<file path="src/rtl/pfr_pkg.sv">
// Shared types and constants for the page frame replacement block.
// Used by pfr_ctrl, pfr_dp and page_frame_replacement_core; no dependencies.
package pfr_pkg;

  // Default sizing of the frame table.
  localparam int FRAME_COUNT_DEF = 16;
  localparam int PAGE_COUNT_DEF  = 8;
  localparam int STAMP_WIDTH_DEF = 32;

  // Fixed field widths.
  localparam int COUNT_W     = 32;
  localparam int PAGE_REF_W  = 3;
  localparam int FRAMES_W    = 5;
  localparam int FRAME_IDX_W = 4;
  localparam int CFG_IDX_W   = 2;
  localparam int CFG_DATA_W  = 5;
  localparam int IN_TDATA_W  = 8;
  localparam int OUT_TDATA_W = 40;

  // Register indexes of the configuration port.
  localparam logic [CFG_IDX_W-1:0] CFG_POLICY_MODE   = 2'd0;
  localparam logic [CFG_IDX_W-1:0] CFG_FRAMES_IN_USE = 2'd1;

  // Reset value of the frames-in-use register.
  localparam logic [FRAMES_W-1:0] FRAMES_RESET = 5'd16;

  // Victim selection policies.
  typedef enum logic [1:0] {
    POL_LRU  = 2'd0,
    POL_FIFO = 2'd1,
    POL_LFU  = 2'd2,
    POL_WIPE = 2'd3
  } policy_e;

  // Where the referenced page ended up.
  typedef enum logic [1:0] {
    PLACE_HIT    = 2'd0,
    PLACE_FREE   = 2'd1,
    PLACE_VICTIM = 2'd2
  } placement_e;

  // Commands from the controller to the datapath.
  typedef struct packed {
    logic accept;
    logic issue;
    logic update;
  } cmd_t;

  // Status from the datapath to the controller.
  typedef struct packed {
    logic last_issue;
    logic pipe_busy;
    logic out_free;
  } status_t;

endpackage

</file>
<file path="src/rtl/pfr_ctrl.sv">
// Sequencing controller of the page frame replacement block.
// Depends on pfr_pkg for the command and status structs.
module pfr_ctrl (
  input  logic             clk_i,
  input  logic             rst_ni,
  input  logic             s_tvalid_i,
  output logic             s_tready_o,
  input  pfr_pkg::status_t status_i,
  output pfr_pkg::cmd_t    cmd_o
);
  import pfr_pkg::*;

  typedef enum logic [1:0] {
    ST_IDLE,
    ST_SCAN,
    ST_DRAIN,
    ST_UPD
  } state_e;

  state_e state_q;
  logic   ready_q;

  assign s_tready_o = ready_q;

  // Commands decoded from the current state and the status inputs.
  always_comb begin
    cmd_o.accept = s_tvalid_i && ready_q;
    cmd_o.issue  = (state_q == ST_SCAN);
    cmd_o.update = (state_q == ST_UPD) && status_i.out_free;
  end

  // State register and registered request-ready.
  always_ff @(posedge clk_i or negedge rst_ni) begin
    if (!rst_ni) begin
      state_q <= ST_IDLE;
      ready_q <= 1'b1;
    end else begin
      unique case (state_q)
        ST_IDLE: begin
          if (s_tvalid_i && ready_q) begin
            state_q <= ST_SCAN;
            ready_q <= 1'b0;
          end
        end
        ST_SCAN: begin
          if (status_i.last_issue) begin
            state_q <= ST_DRAIN;
          end
        end
        ST_DRAIN: begin
          if (!status_i.pipe_busy) begin
            state_q <= ST_UPD;
          end
        end
        ST_UPD: begin
          if (status_i.out_free) begin
            state_q <= ST_IDLE;
            ready_q <= 1'b1;
          end
        end
        default: begin
          state_q <= ST_IDLE;
          ready_q <= 1'b1;
        end
      endcase
    end
  end

endmodule

</file>
<file path="src/rtl/pfr_dp.sv">
// Datapath of the page frame replacement block: frame memories, scan
// pipeline, victim trackers, counters and the result register. Uses pfr_pkg.
module pfr_dp #(
  parameter int FRAME_COUNT = pfr_pkg::FRAME_COUNT_DEF,
  parameter int PAGE_COUNT  = pfr_pkg::PAGE_COUNT_DEF,
  parameter int STAMP_WIDTH = pfr_pkg::STAMP_WIDTH_DEF
) (
  input  logic                                clk_i,
  input  logic                                rst_ni,
  input  logic                                cfg_we_i,
  input  logic [pfr_pkg::CFG_IDX_W-1:0]       cfg_index_i,
  input  logic [pfr_pkg::CFG_DATA_W-1:0]      cfg_wdata_i,
  input  logic [pfr_pkg::PAGE_REF_W-1:0]      page_ref_i,
  input  pfr_pkg::cmd_t                       cmd_i,
  output pfr_pkg::status_t                    status_o,
  input  logic                                m_tready_i,
  output logic                                m_tvalid_o,
  output logic                                was_hit_o,
  output logic [1:0]                          placement_o,
  output logic [pfr_pkg::FRAME_IDX_W-1:0]     frame_index_o,
  output logic [pfr_pkg::COUNT_W-1:0]         fault_total_o
);
  import pfr_pkg::*;

  localparam int IW = (FRAME_COUNT > 1) ? $clog2(FRAME_COUNT) : 1;
  localparam int NW = $clog2(FRAME_COUNT + 1);
  localparam int PW = $clog2(PAGE_COUNT);
  localparam int MW = (STAMP_WIDTH > COUNT_W) ? STAMP_WIDTH : COUNT_W;

  // Configuration registers.
  policy_e             policy_q;
  logic [FRAMES_W-1:0] frames_q;

  always_ff @(posedge clk_i or negedge rst_ni) begin
    if (!rst_ni) begin
      policy_q <= POL_LRU;
      frames_q <= FRAMES_RESET;
    end else if (cfg_we_i) begin
      unique case (cfg_index_i)
        CFG_POLICY_MODE:   policy_q <= policy_e'(cfg_wdata_i[1:0]);
        CFG_FRAMES_IN_USE: frames_q <= cfg_wdata_i;
        default: ;
      endcase
    end
  end

  // Clamp the number of frames taking part to one through FRAME_COUNT.
  logic [NW-1:0] n_act;
  always_comb begin
    if (frames_q == '0) begin
      n_act = NW'(1);
    end else if (32'(frames_q) > 32'(FRAME_COUNT)) begin
      n_act = NW'(FRAME_COUNT);
    end else begin
      n_act = NW'(frames_q);
    end
  end

  // Reduce the page number into the page range by repeated subtraction.
  // A three-bit page needs at most three steps, as the page count is at least two.
  logic [8:0]    pm;
  logic [PW-1:0] page_mod;
  always_comb begin
    pm = 9'(page_ref_i);
    for (int k = 0; k < 3; k++) begin
      if (pm >= 9'(PAGE_COUNT)) begin
        pm = pm - 9'(PAGE_COUNT);
      end
    end
    page_mod = pm[PW-1:0];
  end

  // Storage: frame memories, valid bits and per-page use counts.
  logic [PW-1:0]          page_mem  [FRAME_COUNT];
  logic [STAMP_WIDTH-1:0] last_mem  [FRAME_COUNT];
  logic [STAMP_WIDTH-1:0] load_mem  [FRAME_COUNT];
  logic [COUNT_W-1:0]     count_mem [PAGE_COUNT];
  logic [FRAME_COUNT-1:0] frame_valid_q;
  logic [PAGE_COUNT-1:0]  pg_vld_q;

  // Request registers.
  logic [PW-1:0] page_q;
  logic [NW-1:0] n_q;
  logic [IW-1:0] idx_q;

  // Scan pipeline registers.
  logic                   v1_q, v2_q;
  logic [PW-1:0]          p1_page_q, p2_page_q;
  logic [STAMP_WIDTH-1:0] p1_last_q, p2_last_q;
  logic [STAMP_WIDTH-1:0] p1_load_q, p2_load_q;
  logic [IW-1:0]          p1_idx_q, p2_idx_q;
  logic                   p1_fv_q, p2_fv_q;
  logic [COUNT_W-1:0]     p2_cnt_q, self_cnt_q;
  logic                   p2_cv_q, self_cv_q;

  // Search trackers.
  logic          hit_found_q, free_found_q, first_q;
  logic [IW-1:0] hit_idx_q, free_idx_q, best_idx_q;
  logic [MW-1:0] best_metric_q;

  // Counters and the result register.
  logic [STAMP_WIDTH-1:0] stamp_q;
  logic [COUNT_W-1:0]     fault_q;
  logic                   m_valid_q;
  logic                   was_hit_q;
  logic [1:0]             placement_q;
  logic [FRAME_IDX_W-1:0] frame_idx_q;
  logic [COUNT_W-1:0]     fault_out_q;

  // Status back to the controller.
  logic [NW-1:0] n_m1;
  assign n_m1 = n_q - NW'(1);
  always_comb begin
    status_o.last_issue = (idx_q == n_m1[IW-1:0]);
    status_o.pipe_busy  = v1_q || v2_q;
    status_o.out_free   = !m_valid_q || m_tready_i;
  end

  // Frame memory reads, one frame per cycle, and the count reads.
  always_ff @(posedge clk_i) begin
    if (cmd_i.issue) begin
      p1_page_q <= page_mem[idx_q];
      p1_last_q <= last_mem[idx_q];
      p1_load_q <= load_mem[idx_q];
      p1_idx_q  <= idx_q;
      p1_fv_q   <= frame_valid_q[idx_q];
    end
    p2_page_q  <= p1_page_q;
    p2_last_q  <= p1_last_q;
    p2_load_q  <= p1_load_q;
    p2_idx_q   <= p1_idx_q;
    p2_fv_q    <= p1_fv_q;
    p2_cnt_q   <= count_mem[p1_page_q];
    p2_cv_q    <= pg_vld_q[p1_page_q];
    self_cnt_q <= count_mem[page_q];
    self_cv_q  <= pg_vld_q[page_q];
    if (cmd_i.accept) begin
      page_q <= page_mod;
      n_q    <= n_act;
    end
  end

  // Metric of the frame at the end of the pipeline under the current policy.
  logic [MW-1:0] metric;
  always_comb begin
    unique case (policy_q)
      POL_LRU:  metric = MW'(p2_last_q);
      POL_FIFO: metric = MW'(p2_load_q);
      default:  metric = p2_cv_q ? MW'(p2_cnt_q) : '0;
    endcase
  end

  // Update values: saturating counters and the chosen frame.
  logic [STAMP_WIDTH-1:0] stamp_nx;
  logic [COUNT_W-1:0]     self_cnt, cnt_nx, fault_nx;
  logic [IW-1:0]          slot;
  logic                   victim;
  placement_e             place;
  logic [IW+3:0]          slot_ext;
  always_comb begin
    stamp_nx = (stamp_q == '1) ? stamp_q : stamp_q + 1'b1;
    self_cnt = self_cv_q ? self_cnt_q : '0;
    cnt_nx   = (self_cnt == '1) ? self_cnt : self_cnt + 1'b1;
    fault_nx = (fault_q == '1) ? fault_q : fault_q + 1'b1;
    victim   = 1'b0;
    if (hit_found_q) begin
      slot  = hit_idx_q;
      place = PLACE_HIT;
    end else if (free_found_q) begin
      slot  = free_idx_q;
      place = PLACE_FREE;
    end else begin
      victim = 1'b1;
      slot   = (policy_q == POL_WIPE) ? '0 : best_idx_q;
      place  = PLACE_VICTIM;
    end
    slot_ext = {4'b0000, slot};
  end

  // Control registers: scan index, pipeline valids, trackers, counters.
  always_ff @(posedge clk_i or negedge rst_ni) begin
    if (!rst_ni) begin
      idx_q         <= '0;
      v1_q          <= 1'b0;
      v2_q          <= 1'b0;
      hit_found_q   <= 1'b0;
      free_found_q  <= 1'b0;
      first_q       <= 1'b1;
      hit_idx_q     <= '0;
      free_idx_q    <= '0;
      best_idx_q    <= '0;
      best_metric_q <= '0;
      stamp_q       <= '0;
      fault_q       <= '0;
      frame_valid_q <= '0;
      pg_vld_q      <= '0;
      m_valid_q     <= 1'b0;
    end else begin
      v1_q <= cmd_i.issue;
      v2_q <= v1_q;
      if (cmd_i.accept) begin
        idx_q        <= '0;
        hit_found_q  <= 1'b0;
        free_found_q <= 1'b0;
        first_q      <= 1'b1;
      end else if (cmd_i.issue) begin
        idx_q <= idx_q + 1'b1;
      end
      // Track first hit, first free frame and smallest metric.
      if (v2_q) begin
        if (p2_fv_q && (p2_page_q == page_q) && !hit_found_q) begin
          hit_found_q <= 1'b1;
          hit_idx_q   <= p2_idx_q;
        end
        if (!p2_fv_q && !free_found_q) begin
          free_found_q <= 1'b1;
          free_idx_q   <= p2_idx_q;
        end
        if (first_q || (metric < best_metric_q)) begin
          best_idx_q    <= p2_idx_q;
          best_metric_q <= metric;
        end
        first_q <= 1'b0;
      end
      // Commit the reference.
      if (cmd_i.update) begin
        stamp_q          <= stamp_nx;
        pg_vld_q[page_q] <= 1'b1;
        if (!hit_found_q) begin
          fault_q <= fault_nx;
          if (victim && (policy_q == POL_WIPE)) begin
            for (int i = 1; i < FRAME_COUNT; i++) begin
              if (NW'(i) < n_q) begin
                frame_valid_q[i] <= 1'b0;
              end
            end
          end
          frame_valid_q[slot] <= 1'b1;
        end
        m_valid_q <= 1'b1;
      end else if (m_tready_i) begin
        m_valid_q <= 1'b0;
      end
    end
  end

  // Memory writes and result payload.
  always_ff @(posedge clk_i) begin
    if (cmd_i.update) begin
      last_mem[slot]    <= stamp_nx;
      count_mem[page_q] <= cnt_nx;
      if (!hit_found_q) begin
        page_mem[slot] <= page_q;
        load_mem[slot] <= stamp_nx;
      end
      was_hit_q   <= hit_found_q;
      placement_q <= place;
      frame_idx_q <= slot_ext[FRAME_IDX_W-1:0];
      fault_out_q <= hit_found_q ? fault_q : fault_nx;
    end
  end

  assign m_tvalid_o    = m_valid_q;
  assign was_hit_o     = was_hit_q;
  assign placement_o   = placement_q;
  assign frame_index_o = frame_idx_q;
  assign fault_total_o = fault_out_q;

`ifndef SYNTHESIS
  // A miss below saturation adds exactly one fault.
  a_fault_step: assert property (@(posedge clk_i) disable iff (!rst_ni)
    cmd_i.update && !hit_found_q && (fault_q != '1)
    |=> fault_q == $past(fault_q) + 1'b1)
    else $error("fault count did not advance on a miss");

  // Every commit produces a result.
  a_result: assert property (@(posedge clk_i) disable iff (!rst_ni)
    cmd_i.update |=> m_valid_q)
    else $error("commit without a result");

  // A hit always names a valid frame.
  a_hit_valid: assert property (@(posedge clk_i) disable iff (!rst_ni)
    cmd_i.update && hit_found_q |-> frame_valid_q[hit_idx_q])
    else $error("hit on a free frame");

  // The access stamp never goes backward.
  a_stamp_mono: assert property (@(posedge clk_i) disable iff (!rst_ni)
    1'b1 |=> stamp_q >= $past(stamp_q))
    else $error("access stamp decreased");
`endif

endmodule

</file>
<file path="src/rtl/page_frame_replacement_core.sv">
// A request is taken, then the controller scans the n frames taking part, where n
// is the number of frames taking part, reading one frame per cycle from the frame
// memories; it then drains the scan pipeline and commits the reference into the
// result register once that register is free. A new request is not accepted
// until the reference is committed. Reset is asynchronous and active low; it
// clears the valid bits and counters at once.
module page_frame_replacement_core #(
  parameter int FRAME_COUNT = pfr_pkg::FRAME_COUNT_DEF,
  parameter int PAGE_COUNT  = pfr_pkg::PAGE_COUNT_DEF,
  parameter int STAMP_WIDTH = pfr_pkg::STAMP_WIDTH_DEF
) (
  input  logic                                clk_i,
  input  logic                                rst_ni,
  input  logic                                cfg_we_i,
  input  logic [pfr_pkg::CFG_IDX_W-1:0]       cfg_index_i,
  input  logic [pfr_pkg::CFG_DATA_W-1:0]      cfg_wdata_i,
  input  logic                                s_axis_tvalid,
  output logic                                s_axis_tready,
  // Fields from bit 0: page_ref[2:0], zero fill.
  input  logic [pfr_pkg::IN_TDATA_W-1:0]      s_axis_tdata,
  output logic                                m_axis_tvalid,
  input  logic                                m_axis_tready,
  // Fields from bit 0: was_hit[0], placement[2:1], frame_index[6:3],
  // fault_total[38:7], zero fill.
  output logic [pfr_pkg::OUT_TDATA_W-1:0]     m_axis_tdata
);
  import pfr_pkg::*;

  cmd_t                   cmd;
  status_t                status;
  logic                   was_hit;
  logic [1:0]             placement;
  logic [FRAME_IDX_W-1:0] frame_index;
  logic [COUNT_W-1:0]     fault_total;

  // Sequencer.
  pfr_ctrl u_ctrl (
    .clk_i      (clk_i),
    .rst_ni     (rst_ni),
    .s_tvalid_i (s_axis_tvalid),
    .s_tready_o (s_axis_tready),
    .status_i   (status),
    .cmd_o      (cmd)
  );

  // Frame table and counters.
  pfr_dp #(
    .FRAME_COUNT (FRAME_COUNT),
    .PAGE_COUNT  (PAGE_COUNT),
    .STAMP_WIDTH (STAMP_WIDTH)
  ) u_dp (
    .clk_i         (clk_i),
    .rst_ni        (rst_ni),
    .cfg_we_i      (cfg_we_i),
    .cfg_index_i   (cfg_index_i),
    .cfg_wdata_i   (cfg_wdata_i),
    .page_ref_i    (s_axis_tdata[PAGE_REF_W-1:0]),
    .cmd_i         (cmd),
    .status_o      (status),
    .m_tready_i    (m_axis_tready),
    .m_tvalid_o    (m_axis_tvalid),
    .was_hit_o     (was_hit),
    .placement_o   (placement),
    .frame_index_o (frame_index),
    .fault_total_o (fault_total)
  );

  // Pack the result fields.
  assign m_axis_tdata = {1'b0, fault_total, frame_index, placement, was_hit};

endmodule

</file>
<file path="config.mk">
export PLATFORM = sky130hd
export DESIGN_NAME = page_frame_replacement_core
export DESIGN_NICKNAME = d
export VERILOG_FILES = /design/src/rtl/pfr_pkg.sv /design/src/rtl/pfr_ctrl.sv /design/src/rtl/pfr_dp.sv /design/src/rtl/page_frame_replacement_core.sv
export SDC_FILE = /design/constraint.sdc
export NUM_CORES = 2
export LEC_CHECK = 0
export ABC_AREA = 1
export ABC_CLOCK_PERIOD_IN_PS = 8200
export BUFFER_PORTS_ARGS = -buffer_cell sky130_fd_sc_hd__buf_2
export CELL_PAD_IN_SITES_DETAIL_PLACEMENT = 0
export CELL_PAD_IN_SITES_GLOBAL_PLACEMENT = 1
export CORE_ASPECT_RATIO = 0.8
export CORE_MARGIN = 3
export CORE_UTILIZATION = 55
export CTS_CLUSTER_DIAMETER = 40
export DETAILED_ROUTE_END_ITERATION = 6
export PLACE_DENSITY = 0.94
export SLEW_MARGIN = 20
export SYNTH_ARGS = -nofsm -noshare
export SYNTH_HDL_FRONTEND = slang
export SYNTH_SLANG_ARGS = --single-unit
</file>
<file path="constraint.sdc">
create_clock -name clk_i -period 8.2 [get_ports clk_i]
set_clock_uncertainty 0.05 [all_clocks]
set_input_delay 0.41 -clock clk_i [delete_from_list [all_inputs] [get_ports clk_i]]
set_output_delay 0.41 -clock clk_i [all_outputs]
set_load 0.02 [all_outputs]
</file>
# Word-level counts from Yosys, hierarchy flattened
# Memories as Yosys holds them, arrays and structs flattened. A register that Yosys moved wholly into a read port is not among the register bits.
# Cells that the tools add are included.
# word_totals
input_bits	20
regBits	278
mem_bits_ro	0
ramBits	1328
wordCells	184
mem_count	4
out_inout_bits	42
latchBits	0
# memory_table
name	words	word_bits	rd	rd_clocked_by_memory_dff	write_ports	line_no	rtl
u_dp.last_mem	16	32	1	1	1	pfr_dp.sv:75	logic [STAMP_WIDTH-1:0] last_mem [FRAME_COUNT];
u_dp.load_mem	16	32	1	1	1	pfr_dp.sv:76	logic [STAMP_WIDTH-1:0] load_mem [FRAME_COUNT];
u_dp.count_mem	8	32	2	2	1	pfr_dp.sv:77	logic [COUNT_W-1:0] count_mem [PAGE_COUNT];
u_dp.page_mem	16	3	1	1	1	pfr_dp.sv:74	logic [PW-1:0] page_mem [FRAME_COUNT];
# op_classes
bitwise_logic	3
n_div	0
order_cmp	23
muxes	67
n_mul	0
n_shift	0
n_addsub	5
eq_ne	15
n_reduce_logical	32
# ops
op	n
32-bit two-way mux	6
32-bit by 1-bit adder with 32-bit output, second input constant	3
32-bit == test, second input constant	3
32-bit one-hot mux with 2 select lines	1
15-bit two-way mux	3
4-bit by 5-bit less-than comparator with 1-bit output, first input constant	8
1-bit two-way mux	39
32-bit less-than comparator	1
3-bit by 5-bit less-than comparator with 1-bit output, first input constant	4
4-bit two-way mux	5
16-bit OR	1
2-bit AND reduction	6
2-bit by 5-bit less-than comparator with 1-bit output, first input constant	2
4-bit by 5-bit less-than comparator with 1-bit output, second input constant	2
2-bit two-way mux	5
1-bit logical AND	8
3-bit by 4-bit less-than comparator with 1-bit output, second input constant	2
8-bit OR	1
2-bit one-hot mux with 4 select lines	1
2-bit nonzero test	4
1-bit binary-select mux with 3-bit select	2
2-bit by 1-bit == test with 1-bit output, second input constant	3
2-bit == test, second input constant	3
2-bit zero test	3
22 further kinds	29

# Depth between registers and ports, before layout
# logic_depth
depth_word	9
depth_mapped	21
depth_no_buf	19

# By module
# Synthesis repeated with hierarchy kept, for this count alone.
# unflattened
hier_cells	5849
hier_area_um2	70328.7
# modules_own_cells
module	n_inst	area_per_inst_um2	cells_each	seq_area_each_um2
pfr_dp	1	70030.9	5812	49945.4
pfr_ctrl	1	279.0	34	76.3
page_frame_replacement_core	1	18.8	3	0.0

# Least setup slack after synthesis
# No wires, ideal clock.
# synth_timing
path_kind	reg2reg
start	register u_dp.page_q[1]
end	memory u_dp.count_mem[3][0], enable pin
n_path_buf	0
stages_incl_launch_ff	3
synth_period_minus_slack_ps	4671
setup_ps	503
required_time_ps	7647
arrival_ps	4118
setup_slack_ps	3529
path_cell_list	edfxtp_1 clkinv_1 nor4_1
# synth_lines
element	line_no	rtl
start, declared	pfr_dp.sv:82	logic [PW-1:0] page_q;
start signal, assigned	pfr_dp.sv:138	page_q <= page_mod;
end, declared	pfr_dp.sv:77	
# Straight into the memory's write port.

# Final worst setup path
# layout_timing
start	register u_dp.policy_q[1]
end	register u_dp.best_metric_q[7]
# layout_between
elab_chain_cells	5
word_cells_on_any_way	6
cone_classes	order compare: 1; eq/ne: 1; mux: 1; reduce/logical: 3
# layout_lines
element	line_no	rtl
start, declared	pfr_dp.sv:31	policy_e policy_q;
start signal, assigned	pfr_dp.sv:40	CFG_POLICY_MODE: policy_q <= policy_e'(cfg_wdata_i[1:0]);
2-bit by 1-bit == test with 1-bit output / 2-bit zero test (equally long branches)	pfr_dp.sv:146	unique case (policy_q)
32-bit one-hot mux with 2 select lines (*)	pfr_dp.sv:146	
named net u_dp.metric[17]	pfr_dp.sv:144	logic [MW-1:0] metric;
32-bit less-than comparator (*)	pfr_dp.sv:219	if (first_q || (metric < best_metric_q)) begin
1-bit logical OR (*)	pfr_dp.sv:219	
2-bit AND reduction (no line) (*)	-	
end signal, assigned	pfr_dp.sv:221	best_metric_q <= metric;
end, declared	pfr_dp.sv:99	logic [MW-1:0] best_metric_q;
# The timed path passes the listed nets; every way through them passes the cells marked *.
# A chain may end at the register's enable or synchronous reset.

==> flow_summary_export.csv <==
group,metric,value,unit
run_status,outcome,"complete, no violations",
detailed_routing,via_per_inst,6.18,
sta,setup_viol,0,
sta,whs,0.0873,ns
synth,yosys.cell_count.top_type,"edfxtp_1",
sta,rsz0062_at_grt,"no",
die,coreArea,128000,um^2
placement,placed_cell_area,73600,um^2
synth,synth_warnings,0,
placement,io_buffer_count,55,
sta,worst_pin_slew,1.13,ns
synth,ys_async_sr_fraction,8.75,%
sta,max_slew_margin,23.6,%
sta,fmax,0.212,GHz
grt,grt_usage,27.0,%
detailed_routing,dr.pass1.iters,6,
critical_path,cpMostUsedCell,"nand2_1",
die,initial_core_util,55.7,%
placement,gp_congestion,0.931,
clocking,clk_path_buf_depth,3,
critical_path,crit_path_end_kind,"flip-flop",
grt,grt_pass1_wl,274,mm
sta,timing.final.hold_violations,0,
die,design.die.area,134000,um^2
synth,synth.distinct_cells,53,
critical_path,crit_path_top_delay_cell,"nand2_2",
finish,nFillCells,9229,
clocking,cts_made_buffers,168,
clocking,insertion_delay,0.79,ns
detailed_routing,wl,183,mm
grt,grt.overflow.total,0,
clocking,clk_pin_slew,0.07,ns
clocking,h-tree-depth,4,
finish,fin_nets,5796,
grt,antenna_found_initial,4,
detailed_routing,drt_iter0_markers,6504,
synth,synthTopCellsByArea,"edfxtp_1 (61%), dfrtp_1 (5.2%), o21ai_0 (4.5%)",
synth,avgSynthCellArea,12.4,um^2
synth,synth_commonest_cells,"edfxtp_1 (1,447), o21ai_0 (641), nand2_1 (582)",
clocking,root_buffer,"clkbuf_16",
clocking,cts.sinks,1737,
finish,final_core_util,62.0,%
sta,maxSlewViolCount,0,
critical_path,critPathKind,"reg2reg",
critical_path,critPathArrivalTime,5.31,ns
die,die_w,408,um
synth,syn_nets,5788,
die,die_y,328,um
detailed_routing,drt-wirelength-per-cell,24.1,um
die,pin_count,62,
synth,synth_seq_cells,1737,
clocking,cts_tree,"built",
finish,finalInstanceArea,79400,um^2
placement,dp_hpwl,101,mm
detailed_routing,vias,47000,
finish,layout-drive-gt1-share,9.24,%
synth,synth_top_cell_area_share,61.0,%
sta,setup_tns,0,ns
critical_path,worstPathCellList,"inv_2 -> nand2_1 -> buf_4 -> nor2_1 -> nor3_1 -> ha_1 -> a21oi_1 -> o21a_1 -> o221ai_1 -> a21oi_1 -> nand2_1 -> nand2_2 -> nand2_2 -> nand2_1 -> nand2_1",
synth,dominantRegCellSynth,"edfxtp_1",
pwr,power_density,362,nW/um^2
synth,synthCells,5726,
detailed_routing,remaining_drc_errors,0,
synth,synth_top_cell_by_area,"edfxtp_1",
sta,min_period_over_period,57.6,%
synth,syn_area,71200,um^2
hold_path,hp-class,"in2reg",
synth,ys_seq_area_share,70.2,%
grt,grt_max_degree,218,
critical_path,critPathMaxStageDelay,0.70,ns
critical_path,startpoint_type,"flip-flop",
pwr,max-vdd-ir-drop,0.346,mV
finish,layout-area-overhead-vs-synth,11.4,%
synth,synth_edf_count,1447,
grt,grt_pass1_vias,45300,
critical_path,crit_path_max_fanout,37,
run,drv_cap,0,
critical_path,crit_required,8.79,ns
pwr,power.leakage,29.1,nW
sta,period_needed,4.72,ns
die,std_cell_rows,117,
detailed_routing,ant_nets,0,
-- cells by family (layout without fill, tap and decap cells) --
| logic type | after synthesis | after routing | synth area share (%) |
|---|---|---|---|
| adders and majority gates | 42 | 42 | 0.738 |
| DFF | 1737 | 1737 | 70.2 |
| other | 1 | 6 | 0.00527 |
| xor gates and xnor gates | 77 | 77 | 0.947 |
| buffers and inverters | 877 | 1028 | 4.74 |
| AOI/OAI and AO/OA | 1497 | 1497 | 12.1 |
| muxes | 271 | 271 | 3.81 |
| and+or+nand+nor | 1224 | 1224 | 7.46 |
-- metal layers --
layer  part of all wire [%]  GRT usage, %  wire length, um
met5                 0.0071             0               13
met4                    3.8          10.7             7050
met3                     11          4.79            20300
met2                     45          41.1            82400
met1                     40          38.9            73400
-- critical path: cells and delay by family, from the launching register on --
family                     cells  cell delay (ns)
and+or+nand+nor                8             2.41
buffers and inverters          2             0.65
AOI/OAI and AO/OA              4             0.59
DFF                            1             0.47
adders and majority gates      1             0.36
-- flip-flops by register name, indices dropped and copies added, names as in the netlist, 48 cells and up --
register	flops
u_dp.page_mem	48
u_dp.last_mem	512
u_dp.load_mem	512
u_dp.count_mem	256
-- through the flow --
stage	setup WS, ns	power, mW	std cells
finish	3.48	28.7	7607
global route	3.25	29.9	7602
CTS	3.61	28.6	7602
detailed placement	3.68	20.9	7276
global placement	3.72	20.6	7276
floorplan	3.53	17.9	5726
-- repair_timing --
| item | CTS | global route |
|---|---|---|
| hold endpoints to repair | 78 | 0 |
| hold buffers | 13 | 0 |
| resized for setup | 0 | 0 |
| buffers inserted | 0 | 0 |
-- worst paths after layout --
kind	depth (start not counted)	endpoint	slack (ns)	from
setup / recovery	15	u_dp.best_metric_q[7]	3.48	u_dp.policy_q[1]
hold / removal	3	u_dp.frames_q[1]	0.09	cfg_index_i[1]
setup reg to reg	15	u_dp.best_metric_q[7]	3.48	u_dp.policy_q[1]
hold reg to reg	0	u_dp.p2_load_q[18]	0.28	u_dp.p1_load_q[18]
max in group asynchronous	3	u_dp.idx_q[0]	6.55	rst_ni
min in group asynchronous	2	u_dp.stamp_q[12]	0.18	rst_ni
-- cell type report --
cell class | count | area [um^2] | area share [%]
Sequential cell | 1737 | 50000 | 63.1
Multi-Input combinational cell | 3112 | 18400 | 23.2
Clock buffer | 232 | 4690 | 5.91
Tap cell | 1725 | 2160 | 2.72
Inverter | 553 | 2090 | 2.63
Timing Repair Buffer | 162 | 1170 | 1.48
Clock inverter | 81 | 792 | 0.998
Antenna cell | 5 | 12.5 | 0.0158
-- layout by cell type (no fill, tap or decap), types with 15 or more instances in the layout --
cell / n
o21ai_0: 640
nand2_1: 578
mux2i_1: 269
edfxtp_1: 1447
nor2_1: 257
buf_2: 54
nor4_1: 20
xor2_1: 49
dfrtp_1: 145
o211ai_1: 271
nand3_1: 164
nor3_1: 43
inv_1: 533
nor3_2: 15
a31oi_1: 38
clkbuf_1: 46
a22oi_1: 28
clkbuf_16: 174
a221oi_1: 41
nor2_4: 41
clkinv_1: 22
buf_4: 88
o22ai_1: 47
a21oi_1: 401
nand4_1: 58
ha_1: 41
dfxtp_1: 138
-- report_power, final --
group          internal (mW)  total (mW)  switching (mW)
combinational           2.36        8.53            6.18
clock                   4.33        7.68            3.35
sequential              11.7        12.5           0.791
Note: power is estimated with default switching activity, not from simulation.
